## src/design/sicxe_pd_pkg.sv

```systemverilog
// shared types, constants and opcode classification for the sic/xe predecoder
// no dependencies; imported by every module of the block
package sicxe_pd_pkg;

  localparam int ADDR_BITS = 20;
  localparam int QUEUE_DEPTH = 4;
  localparam int QUEUE_PTR_BITS = $clog2(QUEUE_DEPTH);
  localparam int QUEUE_CNT_BITS = $clog2(QUEUE_DEPTH + 1);

  typedef logic [ADDR_BITS-1:0] addr_t;

  localparam logic [7:0] OP_LDB   = 8'h68;
  localparam logic [7:0] OP_SVC   = 8'hB0;
  localparam logic [7:0] OP_CLEAR = 8'hB4;
  localparam logic [7:0] OP_TIXR  = 8'hB8;

  localparam logic [2:0] FMT_1 = 3'd1;
  localparam logic [2:0] FMT_2 = 3'd2;
  localparam logic [2:0] FMT_3 = 3'd3;
  localparam logic [2:0] FMT_4 = 3'd4;

  typedef enum logic [1:0] {
    CLS_FMT1,
    CLS_FMT2,
    CLS_FMT34,
    CLS_UNKNOWN
  } op_class_t;

  // instruction handed from front to back
  typedef struct packed {
    addr_t       loc;
    logic [31:0] word;
    logic [2:0]  len;
    logic        unknown;
  } pd_item_t;

  typedef struct packed {
    logic [19:0] location;
    logic [7:0]  opcode;
    logic [2:0]  format;
    logic [5:0]  flags;
    logic [3:0]  reg_first;
    logic [3:0]  reg_second;
    logic [19:0] address_field;
    logic [19:0] target_address;
    logic [19:0] base_value;
    logic        unknown_opcode;
  } pd_result_t;

  function automatic op_class_t classify(input logic [7:0] b);
    op_class_t   c;
    logic [7:0]  top6;
    top6 = {b[7:2], 2'b00};
    case (b) inside
      8'hC0, 8'hC4, 8'hC8, 8'hF0, 8'hF4, 8'hF8: c = CLS_FMT1;
      8'h90, 8'h94, 8'h98, 8'h9C, 8'hA0, 8'hA4,
      8'hA8, 8'hAC, 8'hB0, 8'hB4, 8'hB8:        c = CLS_FMT2;
      default: begin
        case (top6) inside
          [8'h00:8'h88], 8'hD0, 8'hD4, 8'hD8, 8'hDC,
          8'hE0, 8'hE8, 8'hEC:                  c = CLS_FMT34;
          default:                              c = CLS_UNKNOWN;
        endcase
      end
    endcase
    return c;
  endfunction

  function automatic addr_t to_addr(input logic [19:0] v);
    logic [31:0] t;
    t = 32'(v);
    return t[ADDR_BITS-1:0];
  endfunction

  function automatic logic [19:0] from_addr(input addr_t a);
    logic [31:0] t;
    t = 32'(a);
    return t[19:0];
  endfunction

endpackage

```

## src/design/sicxe_pd_front.sv

```systemverilog
// front end: gathers object-code bytes into whole instructions, tracks location
// depends on sicxe_pd_pkg; pushes one item per instruction into the queue
module sicxe_pd_front (
  input  logic                   clk,
  input  logic                   rst,
  input  logic                   in_valid,
  output logic                   in_stall,
  input  logic [7:0]             code_byte,
  input  logic                   record_start,
  input  logic [19:0]            record_address,
  input  logic                   q_full,
  output logic                   push,
  output sicxe_pd_pkg::pd_item_t push_item
);
  import sicxe_pd_pkg::*;

  addr_t       loc, loc_next;
  logic [23:0] buffer, buffer_next;
  logic [1:0]  held, held_next;
  logic [2:0]  exp_len, exp_len_next;

  addr_t       loc_eff;
  logic [23:0] buffer_eff;
  logic [1:0]  held_eff;
  logic [2:0]  exp_eff;
  logic [2:0]  count;
  logic [2:0]  exp_upd;
  logic [31:0] joined;
  logic        accept;
  op_class_t   cls;

  assign in_stall = q_full;
  assign accept   = in_valid && !in_stall;
  assign cls      = classify(code_byte);

  always_comb begin
    loc_eff    = record_start ? to_addr(record_address) : loc;
    buffer_eff = record_start ? 24'd0 : buffer;
    held_eff   = record_start ? 2'd0 : held;
    exp_eff    = record_start ? 3'd0 : exp_len;
    count      = {1'b0, held_eff} + 3'd1;
    joined     = {buffer_eff, code_byte};
    exp_upd    = exp_eff;
    if (count == 3'd2 && exp_eff == 3'd3 && buffer_eff[1:0] != 2'b00 && code_byte[4]) begin
      exp_upd = 3'd4;
    end

    loc_next     = loc;
    buffer_next  = buffer;
    held_next    = held;
    exp_len_next = exp_len;
    push         = 1'b0;
    push_item    = '{loc: loc_eff, word: {code_byte, 24'd0}, len: 3'd1, unknown: 1'b0};

    if (accept) begin
      loc_next     = loc_eff;
      buffer_next  = buffer_eff;
      held_next    = held_eff;
      exp_len_next = exp_eff;
      if (held_eff == 2'd0 || exp_eff < 3'd2) begin
        unique case (cls)
          CLS_FMT1, CLS_UNKNOWN: begin
            push              = 1'b1;
            push_item.unknown = (cls == CLS_UNKNOWN);
            loc_next          = loc_eff + addr_t'(1);
            held_next         = 2'd0;
            exp_len_next      = 3'd0;
          end
          CLS_FMT2: begin
            buffer_next  = {16'd0, code_byte};
            held_next    = 2'd1;
            exp_len_next = 3'd2;
          end
          CLS_FMT34: begin
            buffer_next  = {16'd0, code_byte};
            held_next    = 2'd1;
            exp_len_next = 3'd3;
          end
          default: begin
          end
        endcase
      end else if (count >= exp_upd) begin
        push           = 1'b1;
        push_item.len  = count;
        case (count)
          3'd2:    push_item.word = joined << 16;
          3'd3:    push_item.word = joined << 8;
          default: push_item.word = joined;
        endcase
        loc_next     = loc_eff + addr_t'(count);
        buffer_next  = 24'd0;
        held_next    = 2'd0;
        exp_len_next = 3'd0;
      end else begin
        buffer_next  = {buffer_eff[15:0], code_byte};
        held_next    = count[1:0];
        exp_len_next = exp_upd;
      end
    end
  end

  always_ff @(posedge clk) begin
    if (rst) begin
      loc     <= '0;
      buffer  <= '0;
      held    <= '0;
      exp_len <= '0;
    end else begin
      loc     <= loc_next;
      buffer  <= buffer_next;
      held    <= held_next;
      exp_len <= exp_len_next;
    end
  end

endmodule

```

## src/design/sicxe_pd_queue.sv

```systemverilog
// short fifo between the byte-gathering front and the decoding back
// depends on sicxe_pd_pkg for the item type and depth
module sicxe_pd_queue (
  input  logic                   clk,
  input  logic                   rst,
  input  logic                   push,
  input  sicxe_pd_pkg::pd_item_t push_item,
  output logic                   full,
  input  logic                   pop,
  output logic                   empty,
  output sicxe_pd_pkg::pd_item_t head_item
);
  import sicxe_pd_pkg::*;

  pd_item_t                  entries [QUEUE_DEPTH];
  logic [QUEUE_PTR_BITS-1:0] wr_ptr, rd_ptr;
  logic [QUEUE_CNT_BITS-1:0] fill;

  assign full      = (fill == QUEUE_CNT_BITS'(QUEUE_DEPTH));
  assign empty     = (fill == '0);
  assign head_item = entries[rd_ptr];

  always_ff @(posedge clk) begin
    if (push) begin
      entries[wr_ptr] <= push_item;
    end
  end

  always_ff @(posedge clk) begin
    if (rst) begin
      wr_ptr <= '0;
      rd_ptr <= '0;
      fill   <= '0;
    end else begin
      if (push) begin
        wr_ptr <= wr_ptr + 1'b1;
      end
      if (pop) begin
        rd_ptr <= rd_ptr + 1'b1;
      end
      case ({push, pop})
        2'b10:   fill <= fill + 1'b1;
        2'b01:   fill <= fill - 1'b1;
        default: fill <= fill;
      endcase
    end
  end

endmodule

```

## src/design/sicxe_pd_back.sv

```systemverilog
// back end: decodes queued instructions, forms target address, keeps base register
// depends on sicxe_pd_pkg; drives the registered result transaction
module sicxe_pd_back (
  input  logic                     clk,
  input  logic                     rst,
  input  logic                     q_empty,
  input  sicxe_pd_pkg::pd_item_t   head_item,
  output logic                     pop,
  output logic                     out_valid,
  input  logic                     out_stall,
  output sicxe_pd_pkg::pd_result_t result
);
  import sicxe_pd_pkg::*;

  addr_t       base, base_next;
  pd_result_t  res_next;

  logic [7:0]  b0, b1, b2, b3;
  logic [1:0]  ni;
  logic [5:0]  flg;
  logic [19:0] field;
  addr_t       target;
  addr_t       disp_ext;

  assign pop = !q_empty && (!out_valid || !out_stall);
  assign b0  = head_item.word[31:24];
  assign b1  = head_item.word[23:16];
  assign b2  = head_item.word[15:8];
  assign b3  = head_item.word[7:0];
  assign ni  = b0[1:0];

  always_comb begin
    base_next = base;
    flg       = '0;
    field     = '0;
    target    = '0;
    disp_ext  = {{(ADDR_BITS-12){b1[3]}}, b1[3:0], b2};
    res_next  = '0;
    res_next.location = from_addr(head_item.loc);
    res_next.format   = head_item.len;

    case (head_item.len)
      FMT_1: begin
        res_next.opcode         = b0;
        res_next.unknown_opcode = head_item.unknown;
      end
      FMT_2: begin
        res_next.opcode     = b0;
        res_next.reg_first  = b1[7:4];
        res_next.reg_second = (b0 == OP_SVC || b0 == OP_CLEAR || b0 == OP_TIXR) ?
                              4'd0 : b1[3:0];
      end
      default: begin
        res_next.opcode = {b0[7:2], 2'b00};
        if (ni == 2'b00) begin
          flg    = {2'b00, b1[7], 3'b000};
          field  = {5'd0, b1[6:0], b2};
          target = to_addr(field);
        end else begin
          flg = {ni, b1[7:4]};
          if (head_item.len == FMT_4) begin
            field  = {b1[3:0], b2, b3};
            target = to_addr(field);
          end else begin
            field = {8'd0, b1[3:0], b2};
            if (flg[1]) begin
              target = head_item.loc + addr_t'(3) + disp_ext;
            end else if (flg[2]) begin
              target = base + to_addr(field);
            end else begin
              target = to_addr(field);
            end
          end
          if (res_next.opcode == OP_LDB && ni[0]) begin
            base_next = target;
          end
        end
        res_next.flags          = flg;
        res_next.address_field  = field;
        res_next.target_address = from_addr(target);
      end
    endcase
    res_next.base_value = from_addr(base_next);
  end

  always_ff @(posedge clk) begin
    if (rst) begin
      out_valid <= 1'b0;
      base      <= '0;
    end else begin
      if (pop) begin
        out_valid <= 1'b1;
        base      <= base_next;
      end else if (!out_stall) begin
        out_valid <= 1'b0;
      end
    end
  end

  always_ff @(posedge clk) begin
    if (pop) begin
      result <= res_next;
    end
  end

endmodule

```

## src/design/sicxe_instruction_predecoder_core.sv

```systemverilog
// top level of the sic/xe instruction predecoder
// depends on sicxe_pd_pkg, sicxe_pd_front, sicxe_pd_queue, sicxe_pd_back
//
// usage
//   input channel: one object-code byte per transaction (in_valid / in_stall),
//   with record_start marking the first byte of a text record and
//   record_address giving its load address. a partly gathered instruction is
//   dropped when a new record starts.
//   output channel: one transaction per complete instruction (out_valid /
//   out_stall) with location, opcode, format, nixbpe flags, format 2 registers,
//   raw address field, target address, base register and an unknown-opcode bit.
//   throughput: one byte per cycle, sustained while the receiver keeps up.
//   the result of an instruction is registered first into a queue entry, then
//   passes through the decode stage into the output register.
//   the four-entry queue between front and back lets the byte side keep
//   running while the receiver stalls; in_stall rises only when it is full.
//   the output register holds its transaction stable while out_stall is high.
//   reset (rst, synchronous) clears the location counter, base register,
//   byte gathering state, queue and output valid.
module sicxe_instruction_predecoder_core (
  input  logic        clk,
  input  logic        rst,
  input  logic        in_valid,
  output logic        in_stall,
  input  logic [7:0]  code_byte,
  input  logic        record_start,
  input  logic [19:0] record_address,
  output logic        out_valid,
  input  logic        out_stall,
  output logic [19:0] location,
  output logic [7:0]  opcode,
  output logic [2:0]  format,
  output logic [5:0]  flags,
  output logic [3:0]  reg_first,
  output logic [3:0]  reg_second,
  output logic [19:0] address_field,
  output logic [19:0] target_address,
  output logic [19:0] base_value,
  output logic        unknown_opcode
);
  import sicxe_pd_pkg::*;

  logic       push, pop, q_full, q_empty;
  pd_item_t   push_item, head_item;
  pd_result_t result;

  sicxe_pd_front u_front (
    .clk            (clk),
    .rst            (rst),
    .in_valid       (in_valid),
    .in_stall       (in_stall),
    .code_byte      (code_byte),
    .record_start   (record_start),
    .record_address (record_address),
    .q_full         (q_full),
    .push           (push),
    .push_item      (push_item)
  );

  sicxe_pd_queue u_queue (
    .clk       (clk),
    .rst       (rst),
    .push      (push),
    .push_item (push_item),
    .full      (q_full),
    .pop       (pop),
    .empty     (q_empty),
    .head_item (head_item)
  );

  sicxe_pd_back u_back (
    .clk       (clk),
    .rst       (rst),
    .q_empty   (q_empty),
    .head_item (head_item),
    .pop       (pop),
    .out_valid (out_valid),
    .out_stall (out_stall),
    .result    (result)
  );

  assign location       = result.location;
  assign opcode         = result.opcode;
  assign format         = result.format;
  assign flags          = result.flags;
  assign reg_first      = result.reg_first;
  assign reg_second     = result.reg_second;
  assign address_field  = result.address_field;
  assign target_address = result.target_address;
  assign base_value     = result.base_value;
  assign unknown_opcode = result.unknown_opcode;

endmodule

```

## config.mk

```make
export PLATFORM = sky130hd
export DESIGN_NAME = sicxe_instruction_predecoder_core
export DESIGN_NICKNAME = d
export VERILOG_FILES = /design/src/design/sicxe_pd_pkg.sv /design/src/design/sicxe_pd_front.sv /design/src/design/sicxe_pd_queue.sv /design/src/design/sicxe_pd_back.sv /design/src/design/sicxe_instruction_predecoder_core.sv
export SDC_FILE = /design/constraint.sdc
export NUM_CORES = 1
export LEC_CHECK = 0
export BUFFER_PORTS_ARGS = -buffer_cell sky130_fd_sc_hd__buf_4
export CORE_ASPECT_RATIO = 1.5
export CORE_MARGIN = 3
export CORE_UTILIZATION = 65
export CTS_CLUSTER_DIAMETER = 150
export CTS_CLUSTER_SIZE = 30
export DETAILED_ROUTE_END_ITERATION = 8
export PLACE_DENSITY_LB_ADDON = 0.3
export SETUP_SLACK_MARGIN = 0.02
export SLEW_MARGIN = 20
export SYNTH_ARGS = -nofsm -noshare
export SYNTH_HDL_FRONTEND = slang
export SYNTH_SLANG_ARGS = --single-unit
```

## constraint.sdc

```tcl
create_clock -name clk -period 14.51 [get_ports clk]
set_clock_uncertainty 0.2 [all_clocks]
set_input_delay 2.1765 -clock clk [delete_from_list [all_inputs] [get_ports clk]]
set_output_delay 2.1765 -clock clk [all_outputs]
set_load 0.005 [all_outputs]
```

Word-level counts from Yosys, hierarchy flattened
Memory sizes are Yosys's and may differ from the RTL's. A register that Yosys moved wholly into a read port is not among the register bits.
Index checks and enable logic that the tools add are counted.
{ "op_classes": {"addsub": 10, "multipliers": 0, "div": 0, "n_lt_le_gt_ge": 4, "eq_ne": 41, "n_shift": 0, "muxes": 46, "n_bitwise": 2, "n_reduce_logical": 30} }
{ "ops": {"columns": ["op", "n"], "rows": [
  ["20-bit two-way mux", 10],
  ["8-bit equality test (second input constant)", 20],
  ["24-bit two-way mux", 4],
  ["35-bit two-way mux", 2],
  ["32-bit case mux with 2 select lines", 1],
  ["15-bit two-way mux", 3],
  ["6-bit equality test (second input constant)", 7],
  ["36-bit two-way mux", 1],
  ["20-bit by 1-bit adder with 20-bit output (second input constant)", 1],
  ["20-bit by 12-bit adder with 20-bit output", 1],
  ["20-bit by 2-bit adder with 20-bit output (second input constant)", 1],
  ["20-bit adder", 1],
  ["20-bit by 3-bit adder with 20-bit output", 1],
  ["2-bit two-way mux", 7],
  ["3-bit by 2-bit equality test with 1-bit output (second input constant)", 4],
  ["3-bit two-way mux", 4],
  ["1-bit two-way mux", 11],
  ["11-bit OR reduction", 1],
  ["3-bit case mux with 3 select lines", 1],
  ["8-bit by 1-bit greater-or-equal comparator with 1-bit output (second input constant)", 1],
  ["8-bit <= comparator (second input constant)", 1],
  ["2-bit OR reduction", 4],
  ["8-bit OR reduction", 1],
  ["1-bit logical AND", 7],
  ["23 further kinds", 38]
]} }
{ "totals": {"regBits": 183, "latchBits": 0, "ramBits": 224, "mem_bits_ro": 0, "input_bits": 33, "out_inout_bits": 108, "wordCells": 157, "n_memories": 1} }
{ "mem_list": {"columns": ["name", "words", "word_bits", "rd", "rd_clocked_by_memory_dff", "write_ports", "line_no", "source"], "rows": [
  ["u_queue.entries", 4, 56, 1, 1, 1, "sicxe_pd_queue.sv:15", "pd_item_t entries [QUEUE_DEPTH];"]
]} }

Logic depth before layout (Yosys ltp)
{ "logic_depth": {"ltp_word": 13, "mapped_depth": 25, "mapped_depth_nobuf": 20} }

By module
Synthesis repeated with hierarchy kept, for this count alone.
{ "hier_totals": {"hier_cells": 1556, "area_unflattened_um2": 19766.5} }
{ "modules_own_cells": {"columns": ["module", "n_inst", "cells_per_inst", "area_per_inst_um2", "seq_area_each_um2"], "rows": [
  ["sicxe_pd_queue", 1, 339, 8549.4, 6906.6],
  ["sicxe_pd_back", 1, 728, 7490.9, 3603.5],
  ["sicxe_pd_front", 1, 489, 3726.1, 980.9]
]} }

Least setup slack after synthesis
No wires, ideal clock.
{ "synth_path": {"path_kind": "input to register", "start": "input port out_stall", "end": "register u_queue.fill[2]", "arrival_ps": 9346, "required_ps": 14240, "slack_ps": 4893, "path_stages": 7, "cell_sequence": "a21oi_1 ha_1 inv_1 fa_1 xor2_1 or3_1 a21oi_1"} }
{ "synth_between": {"elab_chain_cells": 5, "elab_cells_between_ends": 7, "cone_classes": "eq/ne (2); mux (1); reduce/logical (4)"} }
{ "synth_lines": {"columns": ["item", "line_no", "source"], "rows": [
  ["start, declared", "sicxe_instruction_predecoder_core.sv:29", "input logic out_stall,"],
  ["1-bit logical NOT *", "sicxe_pd_back.sv:25", "assign pop = !q_empty && (!out_valid || !out_stall);"],
  ["1-bit logical OR *", "sicxe_pd_back.sv:25", null],
  ["1-bit logical AND *", "sicxe_pd_back.sv:25", null],
  ["2-bit by 1-bit equality test with 1-bit output / 2-bit equality test (equally long branches)", "sicxe_pd_queue.sv:41", "case ({push, pop})"],
  ["3-bit case mux with 2 select lines / 2-bit nonzero test (equally long branches)", null, null],
  ["end signal, assigned", "sicxe_pd_queue.sv:42", "2'b10: fill <= fill + 1'b1;"],
  ["end signal, assigned", "sicxe_pd_queue.sv:43", "2'b01: fill <= fill - 1'b1;"],
  ["end signal, assigned", "sicxe_pd_queue.sv:44", "default: fill <= fill;"],
  ["end, declared", "sicxe_pd_queue.sv:17", "logic [QUEUE_CNT_BITS-1:0] fill;"]
]} }
Every way passes the cells marked *; elsewhere a longest branch is shown, timed or not.
A chain may end at the register's enable or synchronous reset.

Worst setup path in the final report
{ "layout_path": {"start": "input port record_start", "end": "register u_queue.fill[2]"} }
{ "layout_between": {"elab_chain_cells": 13, "elab_cells_between_ends": 22, "cone_classes": "add/sub (1); order compare (2); eq/ne (4); mux (8); reduce/logical (7)"} }
{ "layout_lines": {"columns": ["item", "line_no", "source"], "rows": [
  ["start, declared", "sicxe_instruction_predecoder_core.sv:26", "input logic record_start,"],
  ["2-bit two-way mux", "sicxe_pd_front.sv:39", "held_eff = record_start ? 2'd0 : held;"],
  ["2-bit by 1-bit adder with 3-bit output", "sicxe_pd_front.sv:41", "count = {1'b0, held_eff} + 3'd1;"],
  ["3-bit by 2-bit equality test with 1-bit output", "sicxe_pd_front.sv:44", "if (count == 3'd2 && exp_eff == 3'd3 && buffer_eff[1:0] != 2'b00 && code_byte[4]) begin"],
  ["1-bit logical AND (3 in a row)", "sicxe_pd_front.sv:44", null],
  ["3-bit two-way mux", "sicxe_pd_front.sv:44", null],
  ["3-bit greater-or-equal comparator", "sicxe_pd_front.sv:82", "end else if (count >= exp_upd) begin"],
  ["1-bit two-way mux", "sicxe_pd_front.sv:82", null],
  ["1-bit two-way mux *", "sicxe_pd_front.sv:60", "if (held_eff == 2'd0 || exp_eff < 3'd2) begin"],
  ["1-bit two-way mux *", "sicxe_pd_front.sv:55", "if (accept) begin"],
  ["2-bit by 1-bit equality test with 1-bit output / 2-bit equality test (equally long branches)", "sicxe_pd_queue.sv:41", null],
  ["3-bit case mux with 2 select lines / 2-bit nonzero test (equally long branches)", null, null]
]} }
Marked as above.

==> flow_metrics.py <==
metrics = {
    "run_status": {
        "status": "complete, no violations",
    },
    "clock_tree": {
        "cts_setup_buffers": 0,
        "clk_pin_slew_ps": 110,
        "postCtsHoldBufs": 0,
        "post_cts_resize_count": 0,
        "cts-buffers-inserted": 17,
        "cts_root_buf": "clkbuf_16",
        "clk_latency_ps": 540,
        "cts.htree.levels": 1,
        "cts_sinks": 409,
        "clock_tree.buffer_depth": 3,
        "cts_tree": "done",
    },
    "synthesis": {
        "synth_top_flop_cell": "edfxtp_1",
        "yosys-top-cells-count": "edfxtp_1 (330), nor2_1 (138), nand2_1 (121)",
        "synthTopCellsByArea": "edfxtp_1 (52%), dfxtp_1 (8.2%), mux4_2 (6.3%)",
        "synthCells": 1497,
        "syn_nets": 1601,
        "ys_warn_count": 0,
        "synth_top_area_share_pct": 51.7,
        "synth_edf_count": 330,
        "ys_ff_latch": 409,
        "yosysUniqueCellTypes": 67,
        "avgSynthCellArea_um2": 12.8,
        "yosysSeqAreaShare_pct": 59.9,
        "synthArstFlopShare_pct": 0,
        "synth_area_leader_cell": "edfxtp_1",
        "synth.most_common_cell": "edfxtp_1",
        "syn_area_um2": 19200,
    },
    "sta": {
        "finalCriticalPeriod_ps": 8130,
        "period_share_pct": 56.0,
        "final_hold_viol_count": 0,
        "timing.fmax_mhz": 123,
        "slew_headroom_pct": 31.2,
        "tightest_slew_ps": 1030,
        "setup_viol": 0,
        "rsz0062_at_grt": "false",
        "fin_tns_setup_ps": 0,
        "maxSlewViolCount": 0,
    },
    "detailed_routing": {
        "viasPerCell": 6.36,
        "highest_layer": "met4",
        "antenna_left": 0,
        "wl_per_cell_um": 22.3,
        "drt_first_iter_violations": 1219,
        "num_vias": 12700,
        "wl_met1_um": 17100,
        "dr.pass1.iters": 5,
        "wl_um": 44500,
        "dr_wl_met3_um": 2550,
        "wl_met2_um": 22400,
        "drc_errors": 0,
    },
    "pwr": {
        "p_per_area_nw_per_um2": 178,
        "power.leakage_nw": 7.67,
        "peakVddDrop_mv": 0.139,
    },
    "grt": {
        "grt_pass1_wl_um": 69200,
        "grtUsageTotal_pct": 27.8,
        "antenna_found_initial": 0,
        "grt_pass1_vias": 12400,
        "grt-ovfl-total": 0,
        "grt_max_degree": 82,
    },
    "floorplan": {
        "placementRows": 76,
        "die_x_um": 146,
        "io_pins": 141,
        "dieArea_um2": 31600,
        "initial_utilization_pct": 66.3,
        "die_h_um": 216,
        "core_um2": 28900,
    },
    "run": {
        "maxCapViolCount": 0,
    },
    "finish": {
        "area_growth_pct": 9.49,
        "num-nets-final": 1698,
        "multi_input_area_um2": 7190,
        "design_area_um2": 21000,
        "diodes": 0,
        "fillers": 1930,
        "ff_latch_area_um2": 11500,
        "drive_gt1_share_pct": 16.9,
    },
    "place": {
        "place_congestion": 0.924,
        "dp_hpwl_um": 30900,
        "port_buffers": 140,
        "placed_area_um2": 20500,
    },
    "critical_path": {
        "r2r_cells": 19,
        "startpoint_type": "input pin",
        "critPathKind": "input pin to flip-flop",
        "crit_arrival_ps": 8390,
        "cp_max_fo": 48,
        "cp_data_required_time_ps": 14770,
        "cp-end-kind": "flip-flop",
    },
    "min_path": {
        "hp-class": "flip-flop to flip-flop",
        "hold_path_depth": 2,
    },
}
[worst paths after layout]
kind                                              startpoint                           end  slack, ps
worst max-delay path                            record_start  u_queue.fill[2]$_SDFFE_PP0P_       6380
worst min register to register  u_front.loc[16]$_SDFFE_PP0P_  u_front.loc[16]$_SDFFE_PP0P_        260
worst max register to register  u_front.held[0]$_SDFFE_PP0P_  u_queue.fill[2]$_SDFFE_PP0P_       8520
worst min-delay path            u_front.loc[16]$_SDFFE_PP0P_  u_front.loc[16]$_SDFFE_PP0P_        260
[power breakdown]
part / internal (mW) / switching, mW / total [mW]
clock network: 0.228 / 0.335 / 0.563
logic: 0.626 / 0.899 / 1.53
registers: 1.56 / 0.0859 / 1.64
[per-stage QoR]
stage	total power [mW]	setup WS, ps	cells	utilization, %	hold WS, ps
finish	3.73	6380	1995	72.6	260
global route	3.92	5950	1995	72.6	293
CTS	3.73	6520	1995	72.6	264
detailed placement	3.18	5990	1965	70.9	247
global placement	3.13	6160	1965	70.9	235
floorplan	2.62	4890	1497	-	229
[cells in the final DEF, fill, tap and decap left out, types with 17 or more instances in the layout]
cell | synthesis | layout
edfxtp_1 | 330 | 330
buf_4 | 2 | 158
nor2_1 | 138 | 137
nand2_1 | 121 | 120
a21oi_1 | 85 | 84
dfxtp_1 | 79 | 77
ha_1 | 67 | 67
o21ai_0 | 65 | 65
mux4_2 | 54 | 54
inv_1 | 39 | 39
nand3_1 | 35 | 35
a22oi_1 | 35 | 35
mux2i_1 | 34 | 34
xnor2_1 | 32 | 32
and3_1 | 28 | 28
a211oi_1 | 22 | 22
nor3_1 | 19 | 18
nor2b_1 | 18 | 18
and2_1 | 21 | 17
clkbuf_16 | 0 | 17
[registers in the layout, summed over array words and instances (netlist names), 3 cells and up, named ones only]
name	cells
u_queue.entries	224
u_back.base	20
u_queue.fill	3
u_back.result	106
u_front.buffer	24
u_front.exp_len	3
u_front.loc	20
[final cells by class]
cell class                      instances  share of cell area [%]
Inverter                               40                   0.715
Sequential cell                       409                    54.7
Timing Repair Buffer                  158                    5.65
Tap cell                              390                    2.32
Clock inverter                          2                  0.0953
Clock buffer                           28                    2.22
Multi-Input combinational cell        968                    34.2
[worst max-delay path, stage by stage]
cell	delay [ps]
buf_4	290
inv_1	430
nand2_1	250
inv_1	190
ha_1	600
nand4_1	160
or4b_2	710
and3_1	240
ha_1	280
nand2b_1	140
a21o_1	170
a21oi_1	390
nor2b_1	640
nor2_1	290
inv_1	120
ha_1	200
inv_1	70
fa_1	370
xor2_1	170
or3_1	300
a21oi_1	150
[logic make-up (layout without fill, tap and decap cells)]
kind of cell	count (synthesis)	in the layout	synth area share, %
compound gates	330	330	11.3
fa+ha+maj	71	71	4.79
buf+inv	120	228	2.74
xor+xnor	46	46	2.10
simple gates	418	418	10.1
flops	409	409	59.9
mux	103	103	9.00
[per-layer routing]
layer / global-route usage (%) / vias to the layer above
li1: - / 5852
met2: 47.8 / 542
met3: 2.66 / 119
met4: 14.0 / 0
met1: 35.5 / 6172
met5: 0 / -
Note: power is estimated with default switching activity, not from simulation.
